## src/add_with_carry_alu_8_16_bcd_core_macros.svh

```systemverilog
// Assertion macros used by the add-with-carry ALU top level
`ifndef ADD_WITH_CARRY_ALU_8_16_BCD_CORE_MACROS_SVH
`define ADD_WITH_CARRY_ALU_8_16_BCD_CORE_MACROS_SVH
`ifndef SYNTHESIS
// Same-cycle implication, disabled during reset
`define ADCBCD_ASSERT_IMPL(label, clk, rst_n, ante, cons) \
    label: assert property (@(posedge clk) disable iff (!rst_n) (ante) |-> (cons)) \
        else $error("adcbcd assertion failed");
// Next-cycle implication, disabled during reset
`define ADCBCD_ASSERT_NEXT(label, clk, rst_n, ante, cons) \
    label: assert property (@(posedge clk) disable iff (!rst_n) (ante) |=> (cons)) \
        else $error("adcbcd assertion failed");
`else
`define ADCBCD_ASSERT_IMPL(label, clk, rst_n, ante, cons)
`define ADCBCD_ASSERT_NEXT(label, clk, rst_n, ante, cons)
`endif
`endif

```

## src/adcbcd_pkg.sv

```systemverilog
// Types and constants for the add-with-carry ALU
package adcbcd_pkg;

    localparam int unsigned WordW   = 16;
    localparam int unsigned ByteW   = 8;
    localparam int unsigned NibW    = 4;
    localparam int unsigned Digits  = WordW / NibW;
    localparam int unsigned InDataW = 40;
    localparam int unsigned InUserW = 2;
    localparam int unsigned OutDataW = 24;
    localparam logic [NibW:0] DecMax = 5'd9;
    localparam logic [NibW:0] DecAdj = 5'd6;

    // One operation as captured from the input stream
    typedef struct packed {
        logic [WordW-1:0] accumulator;
        logic [WordW-1:0] operand_value;
        logic             carry_in;
        logic             decimal_mode;
        logic             wide_mode;
    } adc_op_t;

    // One result with its flags
    typedef struct packed {
        logic [WordW-1:0] new_accumulator;
        logic             negative_flag;
        logic             overflow_flag;
        logic             zero_flag;
        logic             carry_out;
    } adc_res_t;

endpackage

```

## src/adcbcd_adder.sv

```systemverilog
// Binary and packed BCD adder with N, V, Z and C flags, 8- or 16-bit
module adcbcd_adder (
    input  adcbcd_pkg::adc_op_t  op,
    output adcbcd_pkg::adc_res_t res
);
    import adcbcd_pkg::*;

    logic [WordW-1:0] a;
    logic [WordW-1:0] b;
    logic [WordW:0]   bin_sum;
    logic [WordW-1:0] dec_sum;
    logic [Digits:0]  dec_c;
    logic [WordW-1:0] r;
    logic             cout;
    logic [WordW-1:0] vvec;

    // Mask both operands to the selected width
    assign a = op.wide_mode ? op.accumulator : {{ByteW{1'b0}}, op.accumulator[ByteW-1:0]};
    assign b = op.wide_mode ? op.operand_value
                            : {{ByteW{1'b0}}, op.operand_value[ByteW-1:0]};

    // Binary sum
    assign bin_sum = {1'b0, a} + {1'b0, b} + {{WordW{1'b0}}, op.carry_in};

    // Ripple decimal carry through each digit
    always_comb
    begin
        logic [NibW:0] t;
        dec_c[0] = op.carry_in;
        dec_sum  = '0;
        for (int i = 0; i < Digits; i++)
        begin
            t = {1'b0, a[i*NibW +: NibW]} + {1'b0, b[i*NibW +: NibW]}
                + {{NibW{1'b0}}, dec_c[i]};
            if (t > DecMax)
            begin
                dec_sum[i*NibW +: NibW] = t[NibW-1:0] + DecAdj[NibW-1:0];
                dec_c[i+1] = 1'b1;
            end
            else
            begin
                dec_sum[i*NibW +: NibW] = t[NibW-1:0];
                dec_c[i+1] = 1'b0;
            end
        end
    end

    // Select result and carry at the active width
    always_comb
    begin
        if (op.decimal_mode)
        begin
            r    = op.wide_mode ? dec_sum : {{ByteW{1'b0}}, dec_sum[ByteW-1:0]};
            cout = op.wide_mode ? dec_c[Digits] : dec_c[ByteW/NibW];
        end
        else
        begin
            r    = op.wide_mode ? bin_sum[WordW-1:0]
                                : {{ByteW{1'b0}}, bin_sum[ByteW-1:0]};
            cout = op.wide_mode ? bin_sum[WordW] : bin_sum[ByteW];
        end
    end

    // Flags from the final result
    assign vvec = ~(a ^ b) & (a ^ r);

    always_comb
    begin
        res.new_accumulator = op.wide_mode ? r
                                           : {op.accumulator[WordW-1:ByteW], r[ByteW-1:0]};
        res.negative_flag   = op.wide_mode ? r[WordW-1] : r[ByteW-1];
        res.overflow_flag   = op.wide_mode ? vvec[WordW-1] : vvec[ByteW-1];
        res.zero_flag       = (r == '0);
        res.carry_out       = cout;
    end

endmodule

```

## src/add_with_carry_alu_8_16_bcd_core.sv

```systemverilog
// Add-with-carry ALU, 8/16-bit, binary or BCD: top level with stream ports
// An accepted item passes through the input register and then the result register.
// Throughput: one item per cycle while m_tready is held high; the adder is a single combinational pass.
// Ready propagates from the result register back through the input register.
// Reset (rst_n low, asynchronous) empties both stages; payload is not reset.
`include "add_with_carry_alu_8_16_bcd_core_macros.svh"
module add_with_carry_alu_8_16_bcd_core (
    input  logic                               clk,
    input  logic                               rst_n,
    input  logic                               s_tvalid,
    output logic                               s_tready,
    // accumulator[15:0], operand_value[31:16], carry_in[32], zero pad[39:33]
    input  logic [adcbcd_pkg::InDataW-1:0]     s_tdata,
    // decimal_mode[0], wide_mode[1]
    input  logic [adcbcd_pkg::InUserW-1:0]     s_tuser,
    output logic                               m_tvalid,
    input  logic                               m_tready,
    // new_accumulator[15:0], negative_flag[16], overflow_flag[17],
    // zero_flag[18], carry_out[19], zero pad[23:20]
    output logic [adcbcd_pkg::OutDataW-1:0]    m_tdata
);
    import adcbcd_pkg::*;

    logic     in_valid_reg;
    adc_op_t  in_op_reg;
    adc_op_t  in_op_next;
    logic     out_valid_reg;
    adc_res_t out_res_reg;
    adc_res_t add_res;
    logic     in_adv;

    // Unpack the input item
    always_comb
    begin
        in_op_next.accumulator   = s_tdata[WordW-1:0];
        in_op_next.operand_value = s_tdata[2*WordW-1:WordW];
        in_op_next.carry_in      = s_tdata[2*WordW];
        in_op_next.decimal_mode  = s_tuser[0];
        in_op_next.wide_mode     = s_tuser[1];
    end

    // Advance when the result register is free or being drained
    assign in_adv   = !out_valid_reg || m_tready;
    assign s_tready = !in_valid_reg || in_adv;

    // Hold the captured item
    always_ff @(posedge clk or negedge rst_n)
    begin
        if (!rst_n)
        begin
            in_valid_reg <= 1'b0;
        end
        else if (s_tready)
        begin
            in_valid_reg <= s_tvalid;
        end
    end

    always_ff @(posedge clk)
    begin
        if (s_tready && s_tvalid)
        begin
            in_op_reg <= in_op_next;
        end
    end

    adcbcd_adder u_adder (
        .op  (in_op_reg),
        .res (add_res)
    );

    // Hold the finished result until taken
    always_ff @(posedge clk or negedge rst_n)
    begin
        if (!rst_n)
        begin
            out_valid_reg <= 1'b0;
        end
        else if (in_adv)
        begin
            out_valid_reg <= in_valid_reg;
        end
    end

    always_ff @(posedge clk)
    begin
        if (in_adv && in_valid_reg)
        begin
            out_res_reg <= add_res;
        end
    end

    assign m_tvalid = out_valid_reg;
    assign m_tdata  = {{(OutDataW - WordW - 4){1'b0}},
                       out_res_reg.carry_out, out_res_reg.zero_flag,
                       out_res_reg.overflow_flag, out_res_reg.negative_flag,
                       out_res_reg.new_accumulator};

    // Checks
    `ADCBCD_ASSERT_NEXT(a_in_hold, clk, rst_n, in_valid_reg && !in_adv, in_valid_reg)
    `ADCBCD_ASSERT_NEXT(a_drain, clk, rst_n, m_tvalid && m_tready && !in_valid_reg, !m_tvalid)
    `ADCBCD_ASSERT_IMPL(a_zero, clk, rst_n, m_tvalid && m_tdata[WordW+2], m_tdata[ByteW-1:0] == '0)

endmodule

```

## config.mk

```make
export PLATFORM = sky130hd
export DESIGN_NAME = add_with_carry_alu_8_16_bcd_core
export DESIGN_NICKNAME = d
export VERILOG_FILES = /design/src/adcbcd_pkg.sv /design/src/adcbcd_adder.sv /design/src/add_with_carry_alu_8_16_bcd_core.sv
export VERILOG_INCLUDE_DIRS = /design/src /design/src/src
export SDC_FILE = /design/constraint.sdc
export NUM_CORES = 1
export LEC_CHECK = 0
export BUFFER_PORTS_ARGS = -buffer_cell sky130_fd_sc_hd__buf_2
export CAP_MARGIN = 20
export CORE_ASPECT_RATIO = 1.25
export CORE_MARGIN = 1
export CORE_UTILIZATION = 40
export CTS_BUF_LIST = sky130_fd_sc_hd__clkbuf_4 sky130_fd_sc_hd__clkbuf_8
export DETAILED_ROUTE_END_ITERATION = 12
export SYNTH_ARGS = -nofsm -noshare
export SYNTH_HDL_FRONTEND = slang
export SYNTH_SLANG_ARGS = --single-unit
```

## constraint.sdc

```tcl
create_clock -name clk -period 11 [get_ports clk]
set_clock_uncertainty 0.1 [all_clocks]
set_input_delay 2.2 -clock clk [delete_from_list [all_inputs] [get_ports clk]]
set_output_delay 2.2 -clock clk [all_outputs]
set_load 0.02 [all_outputs]
```

==> qor.csv <==
stage,metric,value,unit
synth,"count leader, synth",edfxtp_1,
synth,top cell type's share of synthesized area,42.02,%
sta,Tcrit/Tclk final,80.18,%
synth,sequential area share after synthesis,43.30,%
clock_tree,Clock Sinks,57,
detailed_routing,routed len/inst,13.92,microns
critical_path,R2R Setup Slk,2.18,ns
critical_path,Crit path largest cell delay,0.54,ns
clock_tree,later-pin clock latency in the skew report,0.35,ns
floorplanning,Die W,90.66,microns
critical_path,RR Endpoint,m_tdata[18]$_DFFE_PP_,
sta,crit path time final,8.820,ns
synth,largest cells by area after synthesis,"edfxtp_1 (42%), ha_1 (6.4%), fa_1 (4.1%), and2_1 (3.2%), nor2_1 (2.8%)",
sta,Fmax achieved,113.4,MHz
synth,Commonest cells post-synth,"edfxtp_1 (55), nor2_1 (29), inv_1 (25)",
critical_path,Startpoint Class,flop,
global_routing,initial antenna violation count,0,
global_routing,global-route wire length before repair,12.82,mm
layout,"Design Area, Final",0.004467,sq mm
placed_design,dpl hpwl,5.720,mm
pwr,maximum vdd ir drop,65.56,uV
hold_path,hold path startpoint,in_valid_reg$_DFFE_PN0N_,
placed_design,Area after DPL,0.004285,sq mm
clock_tree,CTS Buffer Depth,2,
layout,Nets,497,
synth,Synth async-reset ratio,3.509,%
critical_path,Worst EP required,11.10,ns
global_routing,GRT Total Usage,16.37,%
synth,largest area contributor in the netlist,edfxtp_1,
hold_path,hold depth,1,
critical_path,critical path class,flop to flop,
sta,headroom to the max-slew limit,30.35,%
placed_design,Routability Congestion,0.8276,
pwr,power per cell area,152.4,mW/mm^2
synth,"EDFF count, synth",55,
synth,post-synth cell types,79,
critical_path,Setup crit end kind,flop,
clock_tree,H-tree lvl count,3,
sta,worst slew pin tran,1.045,ns
sta,WHS,0.3920,ns
floorplanning,I/O Pins,72,
sta,Setup TNS Final,0,ns
synth,"Top FF cell, synth",edfxtp_1,
critical_path,Worst path most repeated cell,fa_1,
critical_path,Worst path slowest cell,fa_1,
layout,layout cell share with drive strength beyond 1,24.30,%
clock_tree,CTS Hold Bufs,0,
sta,final setup vio count,0,
critical_path,R2R cell count,30,
floorplanning,cell row count,40,
synth,register bit total from synthesis,57,
sta,Fin. Hold Viols,0,
clock_tree,Num CTS Buffers,9,
synth,Mean Syn Cell Area,10.80,sq um
floorplanning,core area,0.009559,sq mm
layout,number of flip-flops in the largest register,35,
clock_tree,Root Buffer,clkbuf_8,
sta,RSZ-0062 raised after global routing,false,
sta,"Slew Viols, Final",0,
floorplanning,die area,0.01023,sq mm
synth,Ys Warns,0,
critical_path,worst r2r src,in_op_reg[2]$_DFFE_PP_,
global_routing,vias in the first global route,2693,
global_routing,largest net degree at the start of global routing,36,
global_routing,grt ovf,0,
placed_design,pre-CTS WS,2.178,ns
critical_path,crit path DAT,8.92,ns
clock_tree,CTS tree,done,
critical_path,Worst Setup SP,in_op_reg[2]$_DFFE_PP_,
detailed_routing,routed via count,2847,
detailed_routing,DR pass1 iterations,4,
detailed_routing,DRC violations left,0,
hold_path,hold endpoint,m_tvalid$_DFFE_PN0P_,
detailed_routing,DR iter-0 viols,114,
flow_run,max-cap viol count,0,
pwr,Leakage,1.830,nW
hold_path,Hold Path Class,flop to flop,
sta,Setup WS post-layout,2.180,ns
synth,cell area after synthesis,0.003930,sq mm
floorplanning,initial cell density of the core,41.11,%
placed_design,Port Buffer Count,60,
clock_tree,post-CTS resize count,0,
floorplanning,Die Ht,112.8,microns
status,status,finished clean,
layout,area grow syn2layout,13.66,%
synth,Syn Inst Count,364,
detailed_routing,Final ANT Viol Nets,0,
critical_path,"Max FO, Critical Path",7,
detailed_routing,Routed WL,7.713,mm
layout,ANT cells,0,
clock_tree,"Reg clk slew, reported paths",0.06,ns
clock_tree,Setup Buffers After CTS,0,
detailed_routing,post-DR vias/cell,5.139,
[placed cells by master, fill, tap and decap left out, types with 3 or more instances in the layout]
cell       instances
nand3b_1           3
and2_1            20
edfxtp_1          55
o21ai_1            3
conb_1             4
ha_1              20
nand3_1            9
xor2_1             4
nor3_1             6
o211ai_1           3
or2_2              3
a21oi_1           21
nor2_1            29
inv_1             25
o31ai_1            3
buf_2             60
xnor2_1           12
clkinv_2           3
a31oi_1            3
o2111ai_1          3
clkbuf_8          11
a211oi_1           5
o21ai_0           12
a21o_1             3
mux2i_1            6
nor2b_1            4
fa_1               8
nand2_1           21
nand2b_1           5
[layer usage]
layer / vias to the layer above / GRT usage, % / share of wire (%)
met5: - / 0 / 0
met4: 0 / 8.925 / 2.2
met3: 11 / 3.293 / 4.3
met2: 72 / 26.67 / 46
met1: 1310 / 20.39 / 48
li1: 1454 / - / -
[through the flow]
step                 power, W  util [%]  cells
floorplan           0.0004566         -    367
global placement    0.0005037     44.83    538
detailed placement  0.0005068     44.83    538
CTS                 0.0006875     46.73    554
global route        0.0007260     46.73    554
finish              0.0006806     46.73    554
[how the worst max path moves through the flow]
stage	endpoint	cells past startpoint
finish	m_tdata[18]$_DFFE_PP_	30
global route	m_tdata[18]$_DFFE_PP_	31
CTS	m_tdata[18]$_DFFE_PP_	30
detailed placement	m_tdata[18]$_DFFE_PP_	30
global placement	m_tdata[18]$_DFFE_PP_	30
floorplan	m_tdata[18]$_DFFE_PP_	30
[cell type report]
| cell class | count | area, sq um |
|---|---|---|
| inverter | 25 | 93.84 |
| clock inverter | 3 | 15.01 |
| clock buffer | 13 | 166.4 |
| timing repair buffer | 62 | 315.3 |
| sequential | 57 | 1702 |
| multi-input combinational | 268 | 2017 |
| tap | 126 | 157.7 |
| fill | 918 | 5092 |
[power breakdown]
part	internal, W	total (W)	switching (W)	leakage, nW
clock network	0.0000978	0.000178	0.0000805	0.100
logic	0.0000945	0.000229	0.000135	1.18
registers	0.000265	0.000273	0.00000758	0.550
[cells by family (layout without fill, tap and decap cells)]
family	Yosys count	in the layout	synth area share, %
flip-flops	57	57	43.30
buffers and inverters	42	103	5.667
AND/OR/NAND/NOR	116	116	15.54
AO/OA/AOI/OAI	95	95	18.91
multiplexers	9	9	2.483
adder cells (fa/ha/maj)	28	28	10.44
other	1	4	0.09542
XOR/XNOR	16	16	3.566
[critical path, delay by kind of cell, from the launching register on]
kind | cells | cell delay, ns
AO/OA/AOI/OAI | 8 | 1.89
buffers and inverters | 4 | 0.25
AND/OR/NAND/NOR | 4 | 1.15
adder cells (fa/ha/maj) | 11 | 4.12
XOR/XNOR | 3 | 0.78
flip-flops | 1 | 0.39
No activity file was read; power rests on OpenSTA's default activity.
